`src/rtl/jsesc_pkg.sv`:
```
// Shared types, constants and byte classification functions for the JSON string escaper.
package jsesc_pkg;

	localparam logic [7:0] CH_QUOTE     = 8'h22;
	localparam logic [7:0] CH_BACKSLASH = 8'h5c;
	localparam logic [7:0] CH_U         = 8'h75;
	localparam logic [7:0] CH_ZERO      = 8'h30;
	localparam logic [7:0] CH_SPACE     = 8'h20;

	typedef enum logic [2:0] {
		HK_EMPTY,
		HK_SINGLE,
		HK_HOLD,
		HK_HEX,
		HK_PASS
	} head_kind_t;

	typedef struct packed {
		logic load;
		logic put_open;
		logic put_close;
		logic put_unit;
	} dp_cmd_t;

	typedef struct packed {
		head_kind_t kind;
		logic       at_end;
		logic       out_free;
	} dp_status_t;

	function automatic logic [2:0] seq_len(input logic [7:0] a);
		logic [2:0] n;
		n = 3'd0;
		if (a < 8'h80) begin
			n = 3'd1;
		end else if (a >= 8'hc2 && a <= 8'hdf) begin
			n = 3'd2;
		end else if (a >= 8'he0 && a <= 8'hef) begin
			n = 3'd3;
		end else if (a >= 8'hf0 && a <= 8'hf4) begin
			n = 3'd4;
		end
		return n;
	endfunction

	function automatic logic second_ok(input logic [7:0] lead, input logic [7:0] b);
		logic [7:0] lo;
		logic [7:0] hi;
		lo = 8'h80;
		hi = 8'hbf;
		case (lead)
			8'he0: lo = 8'ha0;
			8'hed: hi = 8'h9f;
			8'hf0: lo = 8'h90;
			8'hf4: hi = 8'h8f;
			default: ;
		endcase
		return (b >= lo) && (b <= hi);
	endfunction

	function automatic logic cont_ok(input logic [7:0] b);
		return b[7:6] == 2'b10;
	endfunction

	function automatic logic [7:0] hex_digit(input logic [3:0] nib);
		logic [7:0] d;
		if (nib < 4'd10) begin
			d = 8'h30 + {4'd0, nib};
		end else begin
			d = 8'h57 + {4'd0, nib};
		end
		return d;
	endfunction

	function automatic logic [7:0] esc_char(input logic [7:0] b);
		logic [7:0] e;
		case (b)
			8'h22: e = 8'h22;
			8'h5c: e = 8'h5c;
			8'h0a: e = 8'h6e;
			8'h0d: e = 8'h72;
			8'h09: e = 8'h74;
			8'h08: e = 8'h62;
			8'h0c: e = 8'h66;
			default: e = 8'h00;
		endcase
		return e;
	endfunction

endpackage

```
`src/rtl/jsesc_dp.sv`:
```
// Datapath: byte buffer, head decoder, escape sequencer and output register.
module jsesc_dp (
	input  logic                  clk,
	input  logic                  arst_n,
	input  jsesc_pkg::dp_cmd_t    cmd,
	output jsesc_pkg::dp_status_t status,
	input  logic [7:0]            in_byte,
	input  logic                  in_last,
	output logic                  out_valid,
	input  logic                  out_stall,
	output logic [7:0]            out_byte,
	output logic                  out_last
);
	import jsesc_pkg::*;

	logic [7:0] buf_q [4];
	logic [2:0] cnt_q;
	logic [2:0] idx_q;
	logic       last_q;
	logic       out_valid_q;
	logic [7:0] out_byte_q;
	logic       out_last_q;

	logic [7:0] head;
	logic [2:0] len;
	logic       bad;
	logic       incomplete;
	head_kind_t kind;
	logic [7:0] esc;
	logic       hex_form;
	logic       esc_form;
	logic [2:0] unit_n;
	logic [7:0] unit_byte;
	logic       unit_last;
	logic [2:0] use_n;
	logic [7:0] buf_sh [4];
	logic       out_free;

	always_comb begin
		head = buf_q[0];
		len = seq_len(head);
		bad = (len == 3'd0)
			|| (cnt_q > 3'd1 && len > 3'd1 && !second_ok(head, buf_q[1]))
			|| (cnt_q > 3'd2 && len > 3'd2 && !cont_ok(buf_q[2]))
			|| (cnt_q > 3'd3 && len > 3'd3 && !cont_ok(buf_q[3]));
		incomplete = !bad && (cnt_q < len);
		if (cnt_q == 3'd0) begin
			kind = HK_EMPTY;
		end else if (len == 3'd1) begin
			kind = HK_SINGLE;
		end else if (incomplete && !last_q) begin
			kind = HK_HOLD;
		end else if (bad || incomplete) begin
			kind = HK_HEX;
		end else begin
			kind = HK_PASS;
		end
	end

	always_comb begin
		esc = esc_char(head);
		esc_form = (kind == HK_SINGLE) && (esc != 8'h00);
		hex_form = (kind == HK_HEX)
			|| ((kind == HK_SINGLE) && (esc == 8'h00) && (head < CH_SPACE));
		unit_n = 3'd1;
		unit_byte = head;
		if (hex_form) begin
			unit_n = 3'd6;
			case (idx_q)
				3'd0: unit_byte = CH_BACKSLASH;
				3'd1: unit_byte = CH_U;
				3'd2: unit_byte = CH_ZERO;
				3'd3: unit_byte = CH_ZERO;
				3'd4: unit_byte = hex_digit(head[7:4]);
				default: unit_byte = hex_digit(head[3:0]);
			endcase
		end else if (esc_form) begin
			unit_n = 3'd2;
			unit_byte = (idx_q == 3'd0) ? CH_BACKSLASH : esc;
		end else if (kind == HK_PASS) begin
			unit_n = len;
			unit_byte = buf_q[idx_q[1:0]];
		end
		unit_last = (idx_q == unit_n - 3'd1);
		use_n = (kind == HK_PASS) ? len : 3'd1;
	end

	always_comb begin
		logic [2:0] j;
		j = 3'd0;
		for (int i = 0; i < 4; i++) begin
			j = {1'b0, 2'(i)} + use_n;
			buf_sh[i] = (j < 3'd4) ? buf_q[j[1:0]] : buf_q[i];
		end
	end

	assign out_free = !out_valid_q || !out_stall;

	assign status.kind     = kind;
	assign status.at_end   = last_q;
	assign status.out_free = out_free;

	always_ff @(posedge clk or negedge arst_n) begin
		if (!arst_n) begin
			cnt_q       <= 3'd0;
			idx_q       <= 3'd0;
			last_q      <= 1'b0;
			out_valid_q <= 1'b0;
		end else begin
			if (cmd.load) begin
				cnt_q  <= cnt_q + 3'd1;
				last_q <= in_last;
			end else if (cmd.put_unit && unit_last) begin
				cnt_q <= cnt_q - use_n;
			end
			if (cmd.put_unit) begin
				idx_q <= unit_last ? 3'd0 : idx_q + 3'd1;
			end
			if (cmd.put_open || cmd.put_close || cmd.put_unit) begin
				out_valid_q <= 1'b1;
			end else if (!out_stall) begin
				out_valid_q <= 1'b0;
			end
		end
	end

	always_ff @(posedge clk) begin
		if (cmd.load) begin
			buf_q[cnt_q[1:0]] <= in_byte;
		end else if (cmd.put_unit && unit_last) begin
			for (int i = 0; i < 4; i++) begin
				buf_q[i] <= buf_sh[i];
			end
		end
		if (cmd.put_open || cmd.put_close) begin
			out_byte_q <= CH_QUOTE;
			out_last_q <= cmd.put_close;
		end else if (cmd.put_unit) begin
			out_byte_q <= unit_byte;
			out_last_q <= 1'b0;
		end
	end

	assign out_valid = out_valid_q;
	assign out_byte  = out_byte_q;
	assign out_last  = out_last_q;

endmodule

```
`src/rtl/jsesc_ctrl.sv`:
```
// Controller: request acceptance, quote framing and drain sequencing.
module jsesc_ctrl (
	input  logic                  clk,
	input  logic                  arst_n,
	input  logic                  in_valid,
	output logic                  in_stall,
	input  jsesc_pkg::dp_status_t status,
	output jsesc_pkg::dp_cmd_t    cmd
);
	import jsesc_pkg::*;

	typedef enum logic [1:0] {
		S_IDLE,
		S_OPEN,
		S_DRAIN,
		S_CLOSE
	} state_t;

	state_t state_q;
	logic   inside_q;
	logic   has_work;
	logic   drain_done;

	assign has_work = (status.kind == HK_SINGLE) || (status.kind == HK_HEX)
		|| (status.kind == HK_PASS);
	assign drain_done = (status.kind == HK_EMPTY) || (status.kind == HK_HOLD);

	assign in_stall      = (state_q != S_IDLE);
	assign cmd.load      = (state_q == S_IDLE) && in_valid;
	assign cmd.put_open  = (state_q == S_OPEN) && status.out_free;
	assign cmd.put_unit  = (state_q == S_DRAIN) && status.out_free && has_work;
	assign cmd.put_close = (state_q == S_CLOSE) && status.out_free;

	always_ff @(posedge clk or negedge arst_n) begin
		if (!arst_n) begin
			state_q  <= S_IDLE;
			inside_q <= 1'b0;
		end else begin
			case (state_q)
				S_IDLE: begin
					if (in_valid) begin
						state_q <= inside_q ? S_DRAIN : S_OPEN;
					end
				end
				S_OPEN: begin
					if (status.out_free) begin
						inside_q <= 1'b1;
						state_q  <= S_DRAIN;
					end
				end
				S_DRAIN: begin
					if (drain_done) begin
						state_q <= status.at_end ? S_CLOSE : S_IDLE;
					end
				end
				S_CLOSE: begin
					if (status.out_free) begin
						inside_q <= 1'b0;
						state_q  <= S_IDLE;
					end
				end
				default: begin
					state_q <= S_IDLE;
				end
			endcase
		end
	end

endmodule

```
`src/rtl/json_string_escaper_utf8_check.sv`:
```
// Top level of the JSON string escaper with UTF-8 validation.
// The input channel takes one raw string byte per request (in_byte, in_last);
// the output channel delivers the quoted, escaped JSON text one byte per
// request, with out_last marking the closing quote. Both channels use valid
// and stall, and a request moves when valid is high and stall is low.
// A request is taken only while the controller is idle; it is then decoded
// against up to three held bytes and its result bytes leave one per cycle
// while the receiver does not stall. The accepted byte is registered in the
// buffer, and each result byte passes through the single output register,
// which the sequencer fills one byte at a time; a request that only extends
// a held sequence yields no result bytes.
// Escapes yield six bytes per bad byte, so one request may yield up to 25.
// When the receiver stalls, the output register holds its byte and the whole
// sequencer waits, so in_stall stays high until the request is finished.
// Reset empties the held bytes, forgets any open string without a closing quote and clears out_valid.
module json_string_escaper_utf8_check (
	input  logic       clk,
	input  logic       arst_n,
	input  logic       in_valid,
	output logic       in_stall,
	input  logic [7:0] in_byte,
	input  logic       in_last,
	output logic       out_valid,
	input  logic       out_stall,
	output logic [7:0] out_byte,
	output logic       out_last
);
	import jsesc_pkg::*;

	dp_cmd_t    cmd;
	dp_status_t status;

	jsesc_ctrl u_ctrl (
		.clk      (clk),
		.arst_n   (arst_n),
		.in_valid (in_valid),
		.in_stall (in_stall),
		.status   (status),
		.cmd      (cmd)
	);

	jsesc_dp u_dp (
		.clk       (clk),
		.arst_n    (arst_n),
		.cmd       (cmd),
		.status    (status),
		.in_byte   (in_byte),
		.in_last   (in_last),
		.out_valid (out_valid),
		.out_stall (out_stall),
		.out_byte  (out_byte),
		.out_last  (out_last)
	);

`ifndef ASSERT_OFF
	a_close_is_quote: assert property (@(posedge clk) disable iff (!arst_n)
		(out_valid && out_last) |-> (out_byte == CH_QUOTE))
		else $error("closing byte is not a quote");

	a_busy_after_accept: assert property (@(posedge clk) disable iff (!arst_n)
		(in_valid && !in_stall) |=> in_stall)
		else $error("block not busy after accepting a request");

	a_idle_buffer_settled: assert property (@(posedge clk) disable iff (!arst_n)
		!in_stall |-> (status.kind == HK_EMPTY || status.kind == HK_HOLD))
		else $error("idle with undrained bytes in the buffer");
`endif

endmodule
```
`config.mk`:
```
export PLATFORM = sky130hd
export DESIGN_NAME = json_string_escaper_utf8_check
export DESIGN_NICKNAME = d
export VERILOG_FILES = /design/src/rtl/jsesc_pkg.sv /design/src/rtl/jsesc_dp.sv /design/src/rtl/jsesc_ctrl.sv /design/src/rtl/json_string_escaper_utf8_check.sv
export SDC_FILE = /design/constraint.sdc
export NUM_CORES = 1
export LEC_CHECK = 0
export ABC_CLOCK_PERIOD_IN_PS = 6700
export BUFFER_PORTS_ARGS = -buffer_cell sky130_fd_sc_hd__clkbuf_2
export CORE_AREA = 5 5 117 108
export DETAILED_ROUTE_END_ITERATION = 10
export DIE_AREA = 0 0 122 113
export GPL_ROUTABILITY_DRIVEN = 0
export PLACE_DENSITY = 0.56
export SLEW_MARGIN = 20
export SYNTH_ARGS = -nofsm -noshare
export SYNTH_HDL_FRONTEND = slang
export SYNTH_SLANG_ARGS = --single-unit
```
`constraint.sdc`:
```
create_clock -name clk -period 6.7 [get_ports clk]
set_clock_uncertainty 0.05 [all_clocks]
set_input_delay 1.005 -clock clk [delete_from_list [all_inputs] [get_ports clk]]
set_output_delay 1.005 -clock clk [all_outputs]
set_load 0.03 [all_outputs]
```
==> results of run 1 <==
==> power by group <==
| part | total [µW] | internal [µW] | switching, µW |
|---|---|---|---|
| registers | 658 | 494 | 164 |
| clock network | 263 | 138 | 125 |
| logic | 1070 | 411 | 662 |
| total | 1990 | 1040 | 951 |
==> worst min-delay path by stage <==
stage,start,endpoint,slack [ns],depth (start not counted)
final,u_dp.out_byte[7],u_dp.out_byte[7],0.41,2
after global routing,u_dp.out_byte[5],u_dp.out_byte[5],0.45,2
after CTS,u_dp.out_byte[7],u_dp.out_byte[7],0.41,2
after detailed placement,u_dp.out_byte[7],u_dp.out_byte[7],0.41,2
after global placement,u_dp.out_byte[7],u_dp.out_byte[7],0.40,2
after floorplan,u_dp.last_q,u_dp.last_q,0.42,2
==> cells by family (layout without fill, tap and decap cells) <==
family	Yosys count	count (layout)
simple gates	176	176
compound gates	152	152
buf+inv	59	71
mux	53	53
flops	52	52
fa+ha+maj	26	26
xor+xnor	6	6
==> worst register-to-register path, delay by kind of cell (launching register included) <==
| family | cells | cell delay, ns |
|---|---|---|
| adders and majority gates | 2 | 0.47 |
| and+or+nand+nor | 9 | 2.27 |
| buffers and inverters | 2 | 0.68 |
| AOI/OAI and AO/OA | 4 | 1.14 |
| DFF | 1 | 0.52 |
| xor gates and xnor gates | 1 | 0.36 |
==> sequential cells by signal, indices dropped and copies added, names as in the netlist <==
| signal | flops |
|---|---|
| u_dp.out_valid | 1 |
| u_dp.cnt_q | 3 |
| u_dp.last_q | 1 |
| u_ctrl.inside_q | 1 |
| u_dp.out_byte | 8 |
| u_ctrl.state_q | 2 |
| u_dp.buf_q | 32 |
| u_dp.out_last | 1 |
| u_dp.idx_q | 3 |
==> cell usage after synthesis (11+ instances only) <==
cell type                  instances
sky130_fd_sc_hd__dfrtp_1          11
sky130_fd_sc_hd__nand3_1          14
sky130_fd_sc_hd__clkbuf_1         26
sky130_fd_sc_hd__nor2_1           24
sky130_fd_sc_hd__a21oi_1          26
sky130_fd_sc_hd__nor3_1           11
sky130_fd_sc_hd__edfxtp_1         33
sky130_fd_sc_hd__nand2_1          79
sky130_fd_sc_hd__o21ai_0          73
sky130_fd_sc_hd__ha_1             25
sky130_fd_sc_hd__mux2i_1          44
sky130_fd_sc_hd__inv_1            22
==> through the flow <==
step / worst slack (ns) / util (%)
after CTS: 0.7808 / 43.70
after detailed placement: 0.8560 / 42.43
final: 0.8378 / 43.70
after global routing: 0.3692 / 43.70
after global placement: 1.025 / 42.43
after floorplan: 1.154 / -
==> layout make-up <==
class	instances	area, µm²	share of cell area, %
Multi-Input combinational cell	413	2823	57.42
Sequential cell	52	1426	29.02
Timing Repair Buffer	40	242.7	4.938
Tap cell	156	195.2	3.970
Clock buffer	5	125.1	2.545
Inverter	23	86.33	1.756
Clock inverter	3	17.52	0.3563
==> per-layer routing <==
metal / up-vias / wire (µm) / GRT usage [%]
li1: 1956 / - / -
met1: 1954 / 6150 / 27.48
met2: 112 / 5348 / 27.36
met3: 21 / 728 / 3.798
met4: 0 / 310 / 5.676
met5: - / 0 / 0
==> run summary, run 1 <==
The number of I/O pins came out at 24. The global-route wire length before repair came out at just over 20,000 µm. After synthesis, the mean cell area works out to between 8 and 9 µm². The number of antenna violations at the first check in global routing is 0. The via count of the first global-routing pass came out at around 3.8k. Setup violations remaining at the end of the flow were counted as 0.

The clock latency at the later pin of the worst-skew pair is roughly 0.30 ns. The required time of the critical path came out at ~6.6 ns. The buffering stage count on the worst path with inverters included is 2. Summing all placed instances gives a cell area of roughly 4800 µm². The floorplan step defined a die boundary enclosing around 14,000 µm². STA classifies the critical path endpoint as a flip-flop. The placed wire-length estimate came out at about 9100 µm. For this run, the leading register cell type out of synthesis is sky130_fd_sc_hd__edfxtp_1. Along the worst path, the maximum fanout reaches 44. The final instance area came out at between 4000 and 5000 µm². After synthesis, the share of flip-flops with an asynchronous set or reset is a little over a fifth. The starting density of the core came out at 39.76%. The number of failing hold endpoints at the final stage is 0. The total vias in the final route came out at a little over 4k. The number of DRC violations after detailed routing is 0. The post-cts hold buffer count is 0.

For this run, the number of Yosys warnings is 0. The clock slew seen by the registers of the worst setup and hold paths is ~0.070 ns. The number of max-slew violations in the final report was 0. The complex-gate fraction of the synthesized area came out at a little over a fifth. The element type at the critical path start is a flip-flop.

The synthesis-to-layout area growth came out at 9.902%. The count of routing violations after the opening detailed-route iteration is between 300 and 400. The CTS buffer count is 5.

The total power draw is roughly 2000 µW. STA puts the critical path data arrival time at roughly 5.7 ns. The tightest min-delay check is of the flip-flop to flip-flop type. The max-capacitance violation count came out at 0. The cell depth of the worst flop-to-flop path is 18. Summed over all failing endpoints, the final setup total negative slack is 0 ns. The clock net sink count came out at between 50 and 60. The static leakage came out at around 0.002 µW. The xor and xnor fraction of the mapped netlist area came out at under 10%. The total routed wirelength is between 10,000 and 15,000 µm. The measured slew at the worst slew-check pin came out at between 0.9 and 1 ns.

Once the clock tree was built, the resizer swapped 0 gates to a different size. The buffer levels on the longest clock path came out at 2. The die is around 110 µm tall. The number of synthesized register bits came out at 52.

The non-filler instance count after layout is 692. Entering global routing, the biggest net connects 45 pins. The critical path is of the flip-flop to flip-flop type.

The flop-to-flop setup slack came out at between 0.8 and 0.9 ns. The highest ir drop seen on vdd came out at roughly 0.13 mV. The top achievable clock speed came out at around 170 MHz. The most common library cell in the layout ignoring fill and taps is sky130_fd_sc_hd__nand2_1. After Yosys synthesis, full adders, half adders and majority gates account for approximately 7.4% of the synthesized area. The critical path starts at u_dp.buf_q[0][0]. The biggest area contributor in the post-synthesis netlist is sky130_fd_sc_hd__edfxtp_1. The number of antenna diodes in the final layout is 0. After floorplanning, the core was sized to cover ~11,000 µm². Broken down by cell family, the worst path's largest delay share belongs to simple AND/OR/NAND/NOR gates. The fraction of layout instances using a drive strength above 1 came out at between 10% and 20%. After layout, the minimum clock period comes to ~5.9 ns. The combinational family with the most area after synthesis is compound AO/OA/AOI/OAI gates. The total number of placement rows is 37. The total overflow reported by the global router came out at 0. The number of buffers added for setup after CTS is 0. Setup repair after global routing left no endpoint under its margin. The die is ~120 µm wide. The cell sitting at the root of the clock tree is a sky130_fd_sc_hd__clkbuf_16. In this run, synthesis inferred 33 flip-flops with an integrated enable.

Synthesis produced a netlist with a net count of approximately 560. The layout net count is 574. The largest stage delay on the critical path came out at 0.52 ns.

Yosys mapped the design onto 66 distinct sky130hd cell types. The number of search-and-repair iterations in the first detailed-routing pass is 5. The power per cell area is approximately 410 nW/µm². The portion of the clock cycle consumed by the worst path in the final layout came out at 87.50%. The critical path goes through or2_2 -> or4_1 -> or3_1 -> ha_1 -> nand3_1 -> a2bb2oi_1 -> o22ai_2 -> a221oi_4 -> buf_4 -> nand2_1 -> nor2_1 -> ha_1 -> xor2_1 -> nor3b_1 -> and4_1 -> o31ai_4 -> buf_4 -> nand2_1. The overall global routing resource usage came out at between 10% and 20%. Synthesis handed over a netlist of 524 instances. Dividing the detail-routed via count by the number of cells gives approximately 5.8. The quantity of I/O buffers inserted on ports is 23. The routed wire length per instance came out at 18.12 µm. The share of cell area taken by muxes after synthesis is between 10 and 15%.

The run finished with clean final reports. The cell depth of the worst setup path came out at 18. CTS built an H-tree with a depth of 2.

The cell with the biggest individual delay on the critical path is sky130_fd_sc_hd__edfxtp_1. Hold is met by 0.4084 ns. After Yosys synthesis, and, or, nand and nor cells account for between 10% and 20% of the synthesized area.

The instance count after placement with tap cells included came out at 684. Summed over its instances, the top area cell type makes up between 20% and 30% of the synthesized netlist area. The worst-case headroom to the max-slew limit came out at about 37%. In this run the critical register-to-register path is captured at u_dp.buf_q[3][2]. By area the synthesized netlist is led by sky130_fd_sc_hd__edfxtp_1, sky130_fd_sc_hd__mux2i_1, sky130_fd_sc_hd__o21ai_0. The count of fill cells added during filler insertion came out at ~1.1k. The post-detailed-route count of antenna-violating nets is 0. The cell area that synthesis handed to floorplanning was around 4500 µm².

In the layout the commonest cells are sky130_fd_sc_hd__nand2_1, sky130_fd_sc_hd__o21ai_0, sky130_fd_sc_hd__mux2i_1, sky130_fd_sc_hd__edfxtp_1, sky130_fd_sc_hd__a21oi_1. TritonCTS built the clock tree. The critical path ends at u_dp.buf_q[3][2]. The sequential fraction of the synthesis area is 31.89%. In this run the critical register-to-register path is launched from u_dp.buf_q[0][0].
Note: power is estimated with default switching activity, not from simulation.
==> inputs of run 2 (changes only) <==
--- a/config.mk
+++ b/config.mk
@@ -6,7 +6,7 @@
 export NUM_CORES = 1
 export LEC_CHECK = 0
 export ABC_CLOCK_PERIOD_IN_PS = 6700
-export BUFFER_PORTS_ARGS = -buffer_cell sky130_fd_sc_hd__clkbuf_2
+export BUFFER_PORTS_ARGS = -buffer_cell sky130_fd_sc_hd__buf_2
 export CORE_AREA = 5 5 117 108
 export DETAILED_ROUTE_END_ITERATION = 10
 export DIE_AREA = 0 0 122 113
==> run summary, run 2 (synthesis gave the netlist of run 1 again) <==
The number of gates resized after CTS came out at 0 (unchanged). The power per cell area came out at 403.3 nW/µm² (-0.54%). The relative contribution of the clock network to total power is 13.1% (about the same). The sum of negative setup slack is 0 ns (unchanged).

The buffering stage count on the worst path with inverters included is 2 (unchanged). The highest ir drop seen on vdd came out at 0.1433 mV (+8.6%). The flow ran to the end, and the final reports show no timing, DRC or antenna violations. The via count of the first global-routing pass came out at 3,823 (+0.63%). The global-route wire length before repair was 20,530 µm (+0.41%).

The starting density of the core is 39.76% (unchanged). The worst-case headroom to the max-slew limit came to 42.17% (+4.8 points). The signal on the critical path passes through or2_2 -> or4_1 -> or3_1 -> ha_1 -> nand3_1 -> a2bb2oi_1 -> o22ai_2 -> a221oi_4 -> buf_4 -> nand2_1 -> nor2_1 -> ha_1 -> xor2_1 -> nor3b_1 -> and4_1 -> o31ai_4 -> buf_4 -> nand2_1. The H-tree depth came out at 2 (unchanged).

The post-detailed-route count of antenna-violating nets came out at 0 (unchanged). The layout net count was 574 (unchanged). The height of the die was 113 µm (unchanged). The routed wire length per instance is 18.10 µm (about the same). The combinational power share is 53.9% (about the same). The largest fanout on the critical path came to 44 (unchanged). TritonCTS built the clock tree. The post-detailed-route via-to-cell ratio came out at 5.795 (-0.82%). Among all stages on the critical path, the largest delay is contributed by sky130_fd_sc_hd__edfxtp_1. The static leakage is 0.001999 µW (about the same).

The total vias in the final route is 4,010 (-0.82%). The number of I/O pins is 24 (unchanged). The buffer levels on the longest clock path is 2 (unchanged). The worst setup path is captured at a flip-flop. The number of max-slew violations in the final report is 0 (unchanged).

The quantity of I/O buffers inserted on ports is 23 (unchanged). The die area is 13,790 µm² (unchanged). The overall global routing resource usage is 18.73% (+0.11 points). The number of flip-flops in the largest register is 32 (unchanged). The max-capacitance violation count is 0 (unchanged). The switching portion of total power is 47.30% (-0.39 points). The flop-to-flop setup slack is 0.93 ns (+0.09 ns).

The clock net sink count came out at 52 (unchanged). The minimum period implied by the final worst setup slack was 5.774 ns (-0.08803 ns). The CTS buffer count is 5 (unchanged). The number of antenna violations at the first check in global routing is 0 (unchanged).

The synthesis-to-layout area growth came to 9.874% (about the same). The critical path in this run is classified as flip-flop to flip-flop. The maximum number of pins on one net before global-route repair is 45 (unchanged). The number of diodes added for antenna fixing came out at 0 (unchanged). The total number of placement rows came out at 37 (unchanged).

The final setup violation count is 0 (unchanged). The clock latency at the later pin of the worst-skew pair is 0.30 ns (about the same). The required time of the critical path came to 6.58 ns (about the same). The signal arrival time at the worst endpoint was 5.66 ns (-0.07 ns). The net switching power came to 937.5 µW (-1.4%). The portion of the clock cycle consumed by the worst path in the final layout is 86.18% (-1.3 points).

The clock slew seen by the registers of the worst setup and hold paths is 0.07 ns (about the same). The largest stage delay on the critical path is 0.52 ns (about the same). The number of search-and-repair iterations in the first detailed-routing pass is 5 (unchanged). The final worst setup slack is 0.9258 ns (+0.08803 ns). The measured slew at the worst slew-check pin was 0.8674 ns (-0.07235 ns). The element type at the critical path start is a flip-flop. The fraction of layout instances using a drive strength above 1 came out at 13.43% (-0.19 points). The width of the die is 122 µm (unchanged). Setup repair after global routing left no endpoint under its margin. Grouping stages by cell kind, the critical path spends the most delay in simple AND/OR/NAND/NOR gates. Leaving out fill and tap cells, the most frequent cell in the layout is sky130_fd_sc_hd__nand2_1. The worst-case setup slack after placement came to 0.6637 ns (-0.1923 ns). Leaving out fill and tap cells, the most frequent cells in the layout are sky130_fd_sc_hd__nand2_1, sky130_fd_sc_hd__o21ai_0, sky130_fd_sc_hd__mux2i_1, sky130_fd_sc_hd__edfxtp_1, sky130_fd_sc_hd__a21oi_1. The total overflow reported by the global router is 0 (unchanged). The number of DRC violations after detailed routing came out at 0 (unchanged). The sequential share of power came to 33.0% (about the same). The count of routing violations after the opening detailed-route iteration is 295 (-3.0%). The area inside the core boundary is 11,250 µm² (unchanged). Counting flops per register, the top entry is u_dp.buf_q. The post-cts hold buffer count is 0 (unchanged). The worst hold path belongs to the class flip-flop to flip-flop. The top achievable clock speed is 173.2 MHz (+1.5%). The placed wire-length estimate came to 9144 µm (+0.89%). The cell-internal power came out at 1044 µW (+0.17%).

The number of failing hold endpoints at the final stage is 0 (unchanged). The total routed wirelength came out at 12,530 µm (about the same). The number of buffers added for setup after CTS is 0 (unchanged). The root buffer cell chosen for the clock tree is sky130_fd_sc_hd__clkbuf_16.
==> run 2: per-stage QoR <==
step	instances	cell area (µm²)	power (µW)	hold WS, ns	utilization [%]
after global routing	692	4915	2151	0.4536	43.69
after floorplan	524	4473	1413	0.4226	-
after global placement	684	4773	1700	0.3992	42.43
after CTS	692	4915	1996	0.4276	43.69
after detailed placement	684	4773	1726	0.4136	42.43
final	692	4915	1982	0.4195	43.69
==> run 2: final timing paths <==
| path | startpoint | cells after the start | endpoint |
|---|---|---|---|
| worst max register to register | u_dp.buf_q[0][0] | 18 | u_dp.buf_q[3][1] |
| max in group asynchronous | arst_n | 1 | u_dp.idx_q[1] |
| min in group asynchronous | arst_n | 1 | u_dp.cnt_q[0] |
| worst min register to register | u_dp.out_byte[7] | 2 | u_dp.out_byte[7] |
| worst min-delay path | u_dp.out_byte[7] | 2 | u_dp.out_byte[7] |
| worst max-delay path | u_dp.buf_q[0][0] | 18 | u_dp.buf_q[3][1] |
==> run 2: layout make-up <==
cell class,instances,area [µm²]
flip-flops and latches,52,1426
inverters,23,86.33
repair buffers,40,242.7
clock inverters,2,12.51
clock buffers,6,128.9
multi-input cells,413,2823
fillers,1149,6335
well taps,156,195.2
==> run 2: tightest hold or removal path, delay by kind of cell (launching register included) <==
family	cells	cell delay [ns]
flops	1	0.31
compound gates	1	0.07
simple gates	1	0.04
==> run 2: power by group through the flow <==
stage	registers, µW	logic [µW]	clock network (µW)
detailed placement	661	1070	0
global route	676	1200	279
CTS	654	1070	271
finish	655	1070	260
floorplan	627	786	0
global placement	656	1040	0
==> run 2: layer usage <==
| metal | vias up | part of all wire [%] | track usage (%) |
|---|---|---|---|
| met5 | - | 0 | 0 |
| met4 | 0 | 1.9 | 5.153 |
| met3 | 15 | 4.9 | 2.349 |
| met2 | 121 | 44 | 29.12 |
| li1 | 1955 | - | - |
| met1 | 1919 | 49 | 27.41 |
==> inputs of run 3 (changes only) <==
--- a/config.mk
+++ b/config.mk
@@ -11,7 +11,7 @@
 export DETAILED_ROUTE_END_ITERATION = 10
 export DIE_AREA = 0 0 122 113
 export GPL_ROUTABILITY_DRIVEN = 0
-export PLACE_DENSITY = 0.56
+export PLACE_DENSITY = 0.58
 export SLEW_MARGIN = 20
 export SYNTH_ARGS = -nofsm -noshare
 export SYNTH_HDL_FRONTEND = slang
==> run summary, run 3 (synthesis gave the netlist of run 1 again) <==
The number of DRC violations after detailed routing came out at 0 (unchanged). The final design utilization came out at 43.96% (+0.27 points). The post-cts hold buffer count was 0 (unchanged).

The starting density of the core came to 39.76% (unchanged). The depth of the worst hold-timing path is 2 (unchanged). The run finished with clean final reports. The instance count after placement with tap cells included came out at 681 (-0.44%). The placed wire-length estimate is 8867 µm (-3.0%). The top achievable clock speed came out at 172.6 MHz (-0.31%). The portion of the clock cycle consumed by the worst path in the final layout came out at 86.45% (+0.27 points). The worst setup path is launched from a flip-flop. The post-detailed-route via-to-cell ratio is 5.774 (-0.37%). The number of I/O pins is 24 (unchanged). The number of antenna violations at the first check in global routing came out at 0 (unchanged).

The worst-case setup slack after placement is 0.9938 ns (+0.3301 ns). The non-filler instance count after layout came out at 689 (-0.43%). Routed signal wires occupy layers up through met4.

The total routed wirelength was 12,160 µm (-2.9%). The most common library cell in the layout ignoring fill and taps is sky130_fd_sc_hd__nand2_1. The CTS buffer count came out at 5 (unchanged). The clock latency at the later pin of the worst-skew pair came to 0.30 ns (about the same).

The total vias in the final route came out at 3,978 (-0.80%). The signal arrival time at the worst endpoint came out at 5.74 ns (+0.08 ns). The quantity of I/O buffers inserted on ports came to 23 (unchanged). The final worst setup slack came out at 0.9079 ns (-0.01789 ns). The width of the die came out at 122 µm (unchanged).

TritonCTS built the clock tree. Setup repair after global routing left no endpoint under its margin. The sum of negative setup slack is 0 ns (unchanged). The total power draw is 2056 µW (+3.7%). The number of failing hold endpoints at the final stage is 0 (unchanged). The number of max-slew violations in the final report is 0 (unchanged).

The count of routing violations after the opening detailed-route iteration was 393 (+33%). In the layout the commonest cells are sky130_fd_sc_hd__nand2_1, sky130_fd_sc_hd__o21ai_0, sky130_fd_sc_hd__mux2i_1, sky130_fd_sc_hd__edfxtp_1, sky130_fd_sc_hd__a21oi_1. The static leakage came out at 0.002010 µW (+0.55%).

The total overflow reported by the global router is 0 (unchanged). The measured slew at the worst slew-check pin came to 0.8168 ns (-0.05065 ns). The final setup violation count is 0 (unchanged). The required time of the critical path came out at 6.65 ns (+0.07 ns).

The wire length on met1 came to 5977 µm (-3.1%). The via count of the first global-routing pass was 3,658 (-4.3%). STA classifies the critical path endpoint as a flip-flop.

The number of buffers added for setup after CTS is 0 (unchanged). The routed wire length per instance is 17.65 µm (-2.5%). The kind of critical path is flip-flop to flip-flop.

The min-delay analysis places its worst path in the category flip-flop to flip-flop. The die area was 13,790 µm² (unchanged). The overall global routing resource usage is 17.97% (-0.76 points). The max-capacitance violation count was 0 (unchanged). The minimum period implied by the final worst setup slack came out at 5.792 ns (+0.01789 ns). The clock net sink count came out at 52 (unchanged). The maximum number of pins on one net before global-route repair was 46 (+2.2%).

The total number of placement rows came to 37 (unchanged). The number of search-and-repair iterations in the first detailed-routing pass is 5 (unchanged). The fraction of layout instances using a drive strength above 1 is 13.32% (-0.11 points). The height of the die came to 113 µm (unchanged). The number of gates resized after CTS is 0 (unchanged). The number of flip-flops in the largest register was 32 (unchanged). The met2 wire length is 5317 µm (-3.3%). The synthesis-to-layout area growth is 10.55%.

The global-route wire length before repair is 20,030 µm (-2.5%). The layout net count was 571 (-0.52%). The H-tree depth came out at 2 (unchanged). The cell depth of the worst flop-to-flop path is 18 (unchanged). The post-detailed-route count of antenna-violating nets is 0 (unchanged). The largest fanout on the critical path is 45 (+2.3%). The buffer levels on the longest clock path is 2 (unchanged).

The clock tree root buffer cell is sky130_fd_sc_hd__clkbuf_16. The highest ir drop seen on vdd is 0.1331 mV (-7.1%). The number of diodes added for antenna fixing is 0 (unchanged). The area inside the core boundary came to 11,250 µm² (unchanged).

The power per cell area came out at 415.7 nW/µm² (+3.1%). The worst-case headroom to the max-slew limit is 45.55% (+3.4 points). The clock slew seen by the registers of the worst setup and hold paths is 0.07 ns (about the same). The met3 wire length came out at 729 µm (+18%). Ranked by flip-flop count, first place goes to u_dp.buf_q.
==> run 3: per-stage QoR <==
stage	hold WS, ns	instance area (µm²)
CTS	0.4169	4945
finish	0.4139	4945
global route	0.4443	4945
global placement	0.3979	4751
floorplan	0.4226	4473
detailed placement	0.4082	4751
==> run 3: worst max-delay path: stages, from the launching register on <==
cell	delay (ns)
sky130_fd_sc_hd__edfxtp_1	0.69
sky130_fd_sc_hd__nand2_1	0.28
sky130_fd_sc_hd__or4_1	0.45
sky130_fd_sc_hd__or3_1	0.34
sky130_fd_sc_hd__ha_1	0.31
sky130_fd_sc_hd__nand3_1	0.07
sky130_fd_sc_hd__a2bb2oi_1	0.26
sky130_fd_sc_hd__o22ai_2	0.23
sky130_fd_sc_hd__a221oi_4	0.74
sky130_fd_sc_hd__nand2_1	0.16
sky130_fd_sc_hd__nor2_1	0.13
sky130_fd_sc_hd__ha_1	0.24
sky130_fd_sc_hd__xor2_1	0.21
sky130_fd_sc_hd__nand2_1	0.13
sky130_fd_sc_hd__a2111oi_4	0.42
sky130_fd_sc_hd__o31ai_4	0.10
sky130_fd_sc_hd__buf_4	0.26
sky130_fd_sc_hd__o21ai_0	0.20
sky130_fd_sc_hd__buf_4	0.22
==> run 3: cell type report <==
class	count	area, µm²
clock inverter	3	68.82
sequential	52	1426
tap	156	195.2
clock buffer	5	125.1
inverter	23	86.33
timing repair buffer	37	220.2
fill	1125	6305
multi-input combinational	413	2823
==> run 3: final timing paths <==
| check | startpoint | end | slack, ns |
|---|---|---|---|
| max | u_dp.buf_q[0][6] | u_dp.buf_q[1][5] | 0.91 |
| min | u_dp.out_byte[7] | u_dp.out_byte[7] | 0.41 |
| min in group asynchronous | arst_n | u_dp.cnt_q[0] | 0.52 |
| max in group asynchronous | arst_n | u_dp.idx_q[1] | 5.87 |
| min reg2reg | u_dp.out_byte[7] | u_dp.out_byte[7] | 0.41 |
| max reg2reg | u_dp.buf_q[0][6] | u_dp.buf_q[1][5] | 0.91 |
==> run 3: metal layers <==
| layer | global-route usage, % | vias to the layer above |
|---|---|---|
| li1 | - | 1946 |
| met1 | 26.97 | 1900 |
| met2 | 27.39 | 122 |
| met3 | 2.899 | 10 |
| met4 | 3.510 | 0 |
| met5 | 0 | - |
==> run 3: report_power, final <==
part / leakage (µW) / internal [µW] / switching (µW)
Clock: 0.0000944 / 216 / 127
Sequential: 0.000500 / 494 / 172
Combinational: 0.00142 / 407 / 641
Total: 0.00201 / 1120 / 940
